File: src/rtl/prl_pkg.sv
// types, constants and request codes for the per-client rate limit table
package prl_pkg;

  localparam int NUM_SLOTS  = 8;
  localparam int SLOT_IDX_W = (NUM_SLOTS > 1) ? $clog2(NUM_SLOTS) : 1;
  localparam int CFG_IDX_W  = 8;
  localparam int CFG_DATA_W = 32;
  localparam int TIME_W     = 32;
  localparam int ADDR_W     = 32;
  localparam int COUNT_W    = 8;

  localparam logic [CFG_IDX_W-1:0] REG_WINDOW_LENGTH = CFG_IDX_W'(0);
  localparam logic [CFG_IDX_W-1:0] REG_MAX_FAILURES  = CFG_IDX_W'(1);

  localparam logic [TIME_W-1:0]  WINDOW_RESET = TIME_W'(60000);
  localparam logic [COUNT_W-1:0] MAX_RESET    = COUNT_W'(5);
  localparam logic [COUNT_W-1:0] COUNT_SAT    = {COUNT_W{1'b1}};

  localparam logic [1:0] REQ_CHECK   = 2'd0;
  localparam logic [1:0] REQ_FAILURE = 2'd1;
  localparam logic [1:0] REQ_CLEAR   = 2'd2;

  typedef struct packed {
    logic [1:0]        req_type;
    logic [ADDR_W-1:0] client_addr;
    logic [TIME_W-1:0] now_ms;
  } prl_in_t;

  typedef struct packed {
    logic is_limited;
    logic entry_hit;
  } prl_out_t;

  typedef struct packed {
    logic [ADDR_W-1:0]  addr;
    logic [COUNT_W-1:0] count;
    logic [TIME_W-1:0]  start;
  } prl_slot_t;

endpackage

File: src/rtl/prl_sub.sv
// shared 32-bit subtractor with borrow, used for time and count compares
module prl_sub (
  input  logic [prl_pkg::TIME_W-1:0] a,
  input  logic [prl_pkg::TIME_W-1:0] b,
  output logic [prl_pkg::TIME_W-1:0] diff,
  output logic                       borrow
);
  import prl_pkg::*;

  logic [TIME_W:0] full;

  assign full   = {1'b0, a} - {1'b0, b};
  assign diff   = full[TIME_W-1:0];
  assign borrow = full[TIME_W];

endmodule

File: src/rtl/per_client_rate_limit_table.sv
// per-client fixed-window failure limiter: slot table, scan sequencer and update
// one request at a time: in_ready is high only in idle, so a new request waits until
// the previous result is written, which stalls while a result beat waits for out_ready;
// the slot scan reads the table memory one slot a cycle, then the shared
// subtractor runs three compares
// synchronous active-low reset clears all slot valid marks, restores the window
// and limit registers, and empties the result register; no clearing pass needed
module per_client_rate_limit_table (
  input  logic                          clk,
  input  logic                          rst_n,
  input  logic                          in_valid,
  output logic                          in_ready,
  input  prl_pkg::prl_in_t              in_data,
  output logic                          out_valid,
  input  logic                          out_ready,
  output prl_pkg::prl_out_t             out_data,
  input  logic                          cfg_valid,
  output logic                          cfg_ready,
  input  logic [prl_pkg::CFG_IDX_W-1:0] cfg_index,
  input  logic [prl_pkg::CFG_DATA_W-1:0] cfg_data
);
  import prl_pkg::*;

  typedef enum logic [2:0] {
    ST_IDLE,
    ST_SCAN,
    ST_DRAIN,
    ST_ELAPSE,
    ST_EXPIRE,
    ST_LIMIT,
    ST_WRITE
  } state_t;

  localparam logic [SLOT_IDX_W-1:0] LAST_IDX = SLOT_IDX_W'(NUM_SLOTS - 1);

  prl_slot_t mem [0:NUM_SLOTS-1];

  state_t                 state_r;
  prl_in_t                req_r;
  logic [SLOT_IDX_W-1:0]  scan_idx_r;
  logic                   rd_vld_r;
  logic [SLOT_IDX_W-1:0]  rd_idx_r;
  prl_slot_t              rd_q_r;
  logic                   hit_r;
  logic [SLOT_IDX_W-1:0]  match_idx_r;
  logic [TIME_W-1:0]      match_start_r;
  logic [COUNT_W-1:0]     match_count_r;
  logic                   free_found_r;
  logic [SLOT_IDX_W-1:0]  free_idx_r;
  logic [SLOT_IDX_W-1:0]  min_idx_r;
  logic [TIME_W-1:0]      min_start_r;
  logic [TIME_W-1:0]      elapsed_r;
  logic                   expired_r;
  logic                   limited_r;
  logic [NUM_SLOTS-1:0]   valid_r;
  logic [TIME_W-1:0]      window_r;
  logic [COUNT_W-1:0]     max_fail_r;
  logic                   out_valid_r;
  prl_out_t               out_data_r;

  logic [TIME_W-1:0]      sub_a;
  logic [TIME_W-1:0]      sub_b;
  logic [TIME_W-1:0]      sub_diff;
  logic                   sub_borrow;

  logic                   out_free;
  logic                   mem_we;
  logic [SLOT_IDX_W-1:0]  mem_wa;
  prl_slot_t              mem_wd;
  logic                   valid_set;
  logic                   valid_clr;
  prl_out_t               result;

  prl_sub u_sub (
    .a      (sub_a),
    .b      (sub_b),
    .diff   (sub_diff),
    .borrow (sub_borrow)
  );

  assign in_ready  = (state_r == ST_IDLE);
  assign cfg_ready = (state_r == ST_IDLE);
  assign out_valid = out_valid_r;
  assign out_data  = out_data_r;
  assign out_free  = !out_valid_r || out_ready;

  // operand select for the shared subtractor
  always_comb begin
    unique case (state_r)
      ST_ELAPSE: begin
        sub_a = req_r.now_ms;
        sub_b = match_start_r;
      end
      ST_EXPIRE: begin
        sub_a = window_r;
        sub_b = elapsed_r;
      end
      ST_LIMIT: begin
        sub_a = TIME_W'(match_count_r);
        sub_b = TIME_W'(max_fail_r);
      end
      default: begin
        sub_a = rd_q_r.start;
        sub_b = min_start_r;
      end
    endcase
  end

  // slot update decision
  always_comb begin
    mem_we      = 1'b0;
    mem_wa      = match_idx_r;
    mem_wd.addr = req_r.client_addr;
    mem_wd.count = match_count_r;
    mem_wd.start = req_r.now_ms;
    valid_set   = 1'b0;
    valid_clr   = 1'b0;
    result.is_limited = 1'b0;
    result.entry_hit  = 1'b0;
    case (req_r.req_type)
      REQ_CHECK: begin
        result.entry_hit = hit_r;
        if (hit_r) begin
          if (expired_r) begin
            mem_we       = 1'b1;
            mem_wd.count = '0;
          end else begin
            result.is_limited = limited_r;
          end
        end
      end
      REQ_FAILURE: begin
        result.entry_hit = hit_r;
        mem_we = 1'b1;
        if (hit_r) begin
          if (expired_r) begin
            mem_wd.count = COUNT_W'(1);
          end else begin
            mem_wd.start = match_start_r;
            if (match_count_r != COUNT_SAT) begin
              mem_wd.count = match_count_r + COUNT_W'(1);
            end
          end
        end else begin
          mem_wa       = free_found_r ? free_idx_r : min_idx_r;
          mem_wd.count = COUNT_W'(1);
          valid_set    = 1'b1;
        end
      end
      REQ_CLEAR: begin
        result.entry_hit = hit_r;
        valid_clr        = hit_r;
      end
      default: begin
      end
    endcase
    if (state_r != ST_WRITE || !out_free) begin
      mem_we    = 1'b0;
      valid_set = 1'b0;
      valid_clr = 1'b0;
    end
  end

  // slot table memory
  always_ff @(posedge clk) begin
    if (mem_we) begin
      mem[mem_wa] <= mem_wd;
    end
    if (state_r == ST_SCAN) begin
      rd_q_r <= mem[scan_idx_r];
    end
  end

  always_ff @(posedge clk) begin
    if (!rst_n) begin
      state_r      <= ST_IDLE;
      scan_idx_r   <= '0;
      rd_vld_r     <= 1'b0;
      hit_r        <= 1'b0;
      free_found_r <= 1'b0;
      valid_r      <= '0;
      window_r     <= WINDOW_RESET;
      max_fail_r   <= MAX_RESET;
      out_valid_r  <= 1'b0;
    end else begin
      if (cfg_valid && cfg_ready) begin
        unique case (cfg_index)
          REG_WINDOW_LENGTH: window_r   <= cfg_data[TIME_W-1:0];
          REG_MAX_FAILURES:  max_fail_r <= cfg_data[COUNT_W-1:0];
          default: begin
          end
        endcase
      end

      if (state_r == ST_WRITE && out_free) begin
        out_valid_r <= 1'b1;
      end else if (out_ready) begin
        out_valid_r <= 1'b0;
      end

      rd_vld_r <= (state_r == ST_SCAN);
      rd_idx_r <= scan_idx_r;

      // fold in the slot read back last cycle
      if (rd_vld_r) begin
        if (valid_r[rd_idx_r] && rd_q_r.addr == req_r.client_addr && !hit_r) begin
          hit_r         <= 1'b1;
          match_idx_r   <= rd_idx_r;
          match_start_r <= rd_q_r.start;
          match_count_r <= rd_q_r.count;
        end
        if (!valid_r[rd_idx_r] && !free_found_r) begin
          free_found_r <= 1'b1;
          free_idx_r   <= rd_idx_r;
        end
        if (rd_idx_r == '0 || sub_borrow) begin
          min_idx_r   <= rd_idx_r;
          min_start_r <= rd_q_r.start;
        end
      end

      unique case (state_r)
        ST_IDLE: begin
          if (in_valid) begin
            req_r        <= in_data;
            scan_idx_r   <= '0;
            hit_r        <= 1'b0;
            free_found_r <= 1'b0;
            state_r      <= ST_SCAN;
          end
        end
        ST_SCAN: begin
          if (scan_idx_r == LAST_IDX) begin
            state_r <= ST_DRAIN;
          end else begin
            scan_idx_r <= scan_idx_r + SLOT_IDX_W'(1);
          end
        end
        ST_DRAIN: begin
          state_r <= ST_ELAPSE;
        end
        ST_ELAPSE: begin
          elapsed_r <= sub_diff;
          state_r   <= ST_EXPIRE;
        end
        ST_EXPIRE: begin
          expired_r <= sub_borrow;
          state_r   <= ST_LIMIT;
        end
        ST_LIMIT: begin
          limited_r <= !sub_borrow;
          state_r   <= ST_WRITE;
        end
        ST_WRITE: begin
          if (out_free) begin
            if (valid_set) begin
              valid_r[mem_wa] <= 1'b1;
            end
            if (valid_clr) begin
              valid_r[match_idx_r] <= 1'b0;
            end
            out_data_r  <= result;
            state_r     <= ST_IDLE;
          end
        end
        default: begin
          state_r <= ST_IDLE;
        end
      endcase
    end
  end

endmodule
File: config.mk
export PLATFORM = sky130hd
export DESIGN_NAME = per_client_rate_limit_table
export DESIGN_NICKNAME = d
export VERILOG_FILES = /design/src/rtl/prl_pkg.sv /design/src/rtl/prl_sub.sv /design/src/rtl/per_client_rate_limit_table.sv
export SDC_FILE = /design/constraint.sdc
export NUM_CORES = 1
export LEC_CHECK = 0
export ABC_AREA = 1
export BUFFER_PORTS_ARGS = -buffer_cell sky130_fd_sc_hd__clkbuf_2
export CORE_MARGIN = 4
export CORE_UTILIZATION = 65
export CTS_BUF_LIST = sky130_fd_sc_hd__clkbuf_16
export DETAILED_ROUTE_END_ITERATION = 16
export PLACE_DENSITY = 0.83
export SYNTH_ARGS = -nofsm -noshare
export SYNTH_HDL_FRONTEND = slang
export SYNTH_SLANG_ARGS = --single-unit
File: constraint.sdc
create_clock -name clk -period 17.6 [get_ports clk]
set_clock_uncertainty 0.1 [all_clocks]
set_input_delay 1.76 -clock clk [delete_from_list [all_inputs] [get_ports clk]]
set_output_delay 1.76 -clock clk [all_outputs]
set_load 0.02 [all_outputs]
==> metrics.txt <==
# TYPE chip_impl_metric gauge
chip_impl_metric{name="gp_congestion",unit=""} 0.9193
chip_impl_metric{name="critPathMaxStageDelay",unit="ps"} 960
chip_impl_metric{name="final_nets",unit=""} 3396
chip_impl_metric{name="synth_warnings",unit=""} 0
chip_impl_metric{name="max_slew_margin",unit="%"} 12.86
chip_impl_metric{name="drv_slew",unit=""} 0
chip_impl_metric{name="die_width",unit="microns"} 246.3
chip_impl_metric{name="synthToLayoutAreaGrowth",unit="%"} 10.71
chip_impl_metric{name="share_clk_of_total_power",unit="%"} 37.0
chip_impl_info{name="critical_path.slowest_cell",value="sky130_fd_sc_hd__a21oi_4"} 1
chip_impl_info{name="worst_hold_path_type",value="reg2reg"} 1
chip_impl_info{name="cts_tree",value="built"} 1
chip_impl_metric{name="synthesis.area",unit="sq um"} 36910
chip_impl_metric{name="number_of_setup_violations_in_the_final_report",unit=""} 0
chip_impl_metric{name="n_fill_cell",unit=""} 3580
chip_impl_metric{name="critical_path.n_buffers_inverters",unit=""} 3
chip_impl_metric{name="area_of_the_multi_input_gates",unit="sq um"} 9482
chip_impl_metric{name="floorplan.die_area",unit="sq um"} 60660
chip_impl_metric{name="drt_iter0_markers",unit=""} 3222
chip_impl_metric{name="antenna_found_initial",unit=""} 0
chip_impl_metric{name="register_area",unit="sq um"} 26210
chip_impl_metric{name="routed_wirelength",unit="microns"} 89890
chip_impl_metric{name="route.vias.total",unit=""} 25240
chip_impl_metric{name="placed_cell_area",unit="sq um"} 38080
chip_impl_metric{name="power_switching",unit="W"} 0.001277
chip_impl_metric{name="worstPathRequired",unit="ps"} 17740
chip_impl_metric{name="die_height",unit="microns"} 246.3
chip_impl_metric{name="pwr-share-comb",unit="%"} 12.8
chip_impl_metric{name="max_freq",unit="MHz"} 203.4
chip_impl_metric{name="critPathArrivalTime",unit="ps"} 5060
chip_impl_info{name="most_used_cell_along_the_critical_path",value="sky130_fd_sc_hd__nand2_1"} 1
chip_impl_metric{name="h-tree-depth",unit=""} 3
chip_impl_metric{name="synth.yosys.seq_area_share",unit="%"} 71.00
chip_impl_metric{name="half_perimeter_wire_length_after_placement",unit="microns"} 52440
chip_impl_metric{name="floorplan_core_area",unit="sq um"} 56280
chip_impl_metric{name="cts-hold-fix-buffers",unit=""} 0
chip_impl_metric{name="synth_enable_flop_cells",unit=""} 834
chip_impl_info{name="setup_repair_after_global_routing_missed_its_margin",value="false"} 1
chip_impl_metric{name="critical_path.max_fanout",unit=""} 59
chip_impl_metric{name="totalNegativeSetupSlack",unit="ps"} 0
chip_impl_metric{name="hold_viol_final",unit=""} 0
chip_impl_metric{name="clk_pin_slew_worst_paths",unit="ps"} 60
chip_impl_metric{name="clk-insertion-delay-late",unit="ps"} 640
chip_impl_metric{name="post-cts-setup-buffers",unit=""} 0
chip_impl_metric{name="gr-usage-all-layers",unit="%"} 29.41
chip_impl_metric{name="timing.final.crit_share",unit="%"} 27.93
chip_impl_info{name="run_status",value="complete, no violations"} 1
chip_impl_metric{name="power_leakage",unit="nW"} 14.62
chip_impl_metric{name="netSwitchingFraction",unit="%"} 26.09
chip_impl_metric{name="netlist_instances",unit=""} 3164
chip_impl_metric{name="cts.repair.resized",unit=""} 0
chip_impl_metric{name="grt_pass1_vias",unit=""} 24690
chip_impl_info{name="final_cell_mix",value="834 x sky130_fd_sc_hd__edfxtp_1, 696 x sky130_fd_sc_hd__nor2_1, 389 x sky130_fd_sc_hd__nand2_1, 372 x sky130_fd_sc_hd__o21ai_0, 155 x sky130_fd_sc_hd__inv_1"} 1
chip_impl_metric{name="clock_sinks",unit=""} 892
chip_impl_metric{name="n_antenna_cell",unit=""} 0
chip_impl_metric{name="count_of_antenna_violating_nets_left_after_detailed_routing",unit=""} 0
chip_impl_metric{name="initial_utilization",unit="%"} 65.59
chip_impl_metric{name="placementRows",unit=""} 87
chip_impl_info{name="cts_root_buf",value="sky130_fd_sc_hd__clkbuf_16"} 1
chip_impl_metric{name="worst-slew-pin-transition",unit="ps"} 1293
chip_impl_metric{name="post-route-min-period",unit="ps"} 4917
chip_impl_metric{name="io-pin-count",unit=""} 116
chip_impl_info{name="critPathKind",value="reg2reg"} 1
chip_impl_metric{name="drt_pre_antenna_iters",unit=""} 6
chip_impl_metric{name="drive_above_1_share",unit="%"} 9.970
chip_impl_metric{name="count_of_input_and_output_buffers",unit=""} 115
chip_impl_metric{name="gr-usage-met2",unit="%"} 47.27
chip_impl_metric{name="synth-async-reset-ratio",unit="%"} 0
chip_impl_info{name="timing.critical_path.cells",value="nand2_4, o21ai_4, buf_4, inv_1, a41oi_1, ha_1, inv_1, fa_1, nand2_1, nand2_1, nand3_1, nand2_1, nand3_1, nand2_1, nand2_1, nand2_1, a21oi_4"} 1
chip_impl_metric{name="cellPowerDensity",unit="nW/um^2"} 119.7
chip_impl_metric{name="global_route.usage.met1",unit="%"} 41.86
chip_impl_info{name="worstSetupEndpointType",value="flip-flop"} 1
chip_impl_metric{name="grt_pass1_wl",unit="microns"} 137600
chip_impl_metric{name="cts_buffer_depth",unit=""} 3
chip_impl_metric{name="syn-mean-instance-area",unit="sq um"} 11.67
chip_impl_metric{name="remaining_drc_errors",unit=""} 0
chip_impl_metric{name="detail_route.wl_per_cell",unit="microns"} 22.05
chip_impl_metric{name="ys_ff_latch",unit=""} 892
chip_impl_info{name="synth_area_leaders",value="sky130_fd_sc_hd__edfxtp_1 68%, sky130_fd_sc_hd__nor2_1 7.1%, sky130_fd_sc_hd__o21ai_0 5.0%"} 1
chip_impl_metric{name="synth_top_area_share",unit="%"} 67.85
chip_impl_metric{name="drv.max_cap_violation_count",unit=""} 0
chip_impl_metric{name="pin_count_of_the_biggest_net_entering_global_routing",unit=""} 171
chip_impl_metric{name="gr-usage-met3",unit="%"} 4.571
chip_impl_metric{name="syn-num-nets",unit=""} 3311
chip_impl_metric{name="seqPwrFrac",unit="%"} 50.2
chip_impl_info{name="worst_setup_path_start_kind",value="flip-flop"} 1
chip_impl_metric{name="power.internal",unit="W"} 0.003616
chip_impl_metric{name="via_per_inst",unit=""} 6.191
chip_impl_metric{name="grt_overflow_total",unit=""} 0
chip_impl_metric{name="yosys.cell_types.count",unit=""} 51
chip_impl_info{name="layout_commonest_cell",value="sky130_fd_sc_hd__edfxtp_1"} 1
chip_impl_metric{name="stdcell_area",unit="sq um"} 40860
chip_impl_info{name="grt_most_used_layer",value="met2"} 1
chip_impl_info{name="critical-path-top-delay-family",value="compound AO/OA/AOI/OAI gates"} 1
chip_impl_metric{name="cts_bufs_inserted",unit=""} 86
chip_impl_info{name="synth_top_flop_cell",value="sky130_fd_sc_hd__edfxtp_1"} 1
chip_impl_info{name="synth_area_leader_cell",value="sky130_fd_sc_hd__edfxtp_1"} 1
chip_impl_metric{name="ir_drop",unit="uV"} 93.99
[final timing paths]
check             slack, ps  cells past startpoint                    start                          to
hold / removal          340                      0     rd_q_r[39]$_DFFE_PP_  match_count_r[7]$_DFFE_PP_
setup / recovery      12680                     17  state_r[2]$_SDFFE_PN0P_   min_start_r[30]$_DFFE_PP_
hold reg to reg         340                      0     rd_q_r[39]$_DFFE_PP_  match_count_r[7]$_DFFE_PP_
setup reg to reg      12680                     17  state_r[2]$_SDFFE_PN0P_   min_start_r[30]$_DFFE_PP_
[sequential cells by signal, summed over array words and instances, names as in the netlist, 8 cells and up]
signal,flops
mem,576
rd_q_r,72
req_r,34
elapsed_r,32
match_start_r,32
mem_wd,32
min_start_r,32
window_r,32
match_count_r,8
max_fail_r,8
valid_r,8
[synthesized netlist by cell type, drive strengths merged (4+ instances only)]
cell / instances
a21oi: 65
xnor2: 14
o21ai: 400
nor4: 4
clkbuf: 72
o211ai: 5
a31oi: 73
nand4: 13
buf: 79
ha: 35
nand3b: 5
dfxtp: 58
nor2: 709
edfxtp: 834
nor3: 26
nand2: 392
inv: 158
or2: 5
nand3: 67
a221oi: 26
o22ai: 83
xor2: 18
o2111ai: 7
[stage by stage]
| stage | setup WS [ps] | utilization, % | power [W] | hold slack [ps] | std cells |
|---|---|---|---|---|---|
| floorplan | 9821 | - | 0.002921 | 300.3 | 3164 |
| global placement | 12810 | 67.66 | 0.003079 | 310.9 | 3917 |
| detailed placement | 12730 | 67.66 | 0.003106 | 318.3 | 3917 |
| CTS | 12710 | 72.61 | 0.004900 | 337.9 | 4076 |
| global route | 12290 | 72.61 | 0.005066 | 348.9 | 4076 |
| finish | 12680 | 72.61 | 0.004893 | 339.2 | 4076 |
[power groups by stage]
stage,sequential (W),clock [W],combinational (W)
after floorplan,0.00247,0,0.000454
after global placement,0.00250,0,0.000584
after detailed placement,0.00250,0,0.000607
after CTS,0.00245,0.00183,0.000617
after global routing,0.00246,0.00191,0.000692
final,0.00246,0.00181,0.000627
[final cells by class]
| class | count | share of cell area (%) |
|---|---|---|
| Timing Repair Buffer | 148 | 2.015 |
| Clock buffer | 89 | 5.450 |
| Sequential cell | 892 | 64.15 |
| Tap cell | 756 | 2.315 |
| Multi-Input combinational cell | 1962 | 23.20 |
| Clock inverter | 70 | 1.369 |
| Inverter | 159 | 1.497 |
[layer usage]
layer / vias up / share of wire [%]
li1: 11390 / -
met1: 12180 / 39
met2: 1467 / 48
met3: 200 / 9.9
met4: 0 / 3.0
met5: - / 0
[kinds of logic (layout without fill, tap and decap cells)]
logic type | count (synthesis) | after routing | synth area share, %
adders and majority gates | 36 | 36 | 1.241
DFF | 892 | 892 | 71.00
xor gates and xnor gates | 32 | 32 | 0.7593
AOI/OAI and AO/OA | 672 | 672 | 10.18
buffers and inverters | 310 | 466 | 3.522
and+or+nand+nor | 1222 | 1222 | 13.30
(Power assumes the default switching activity.)
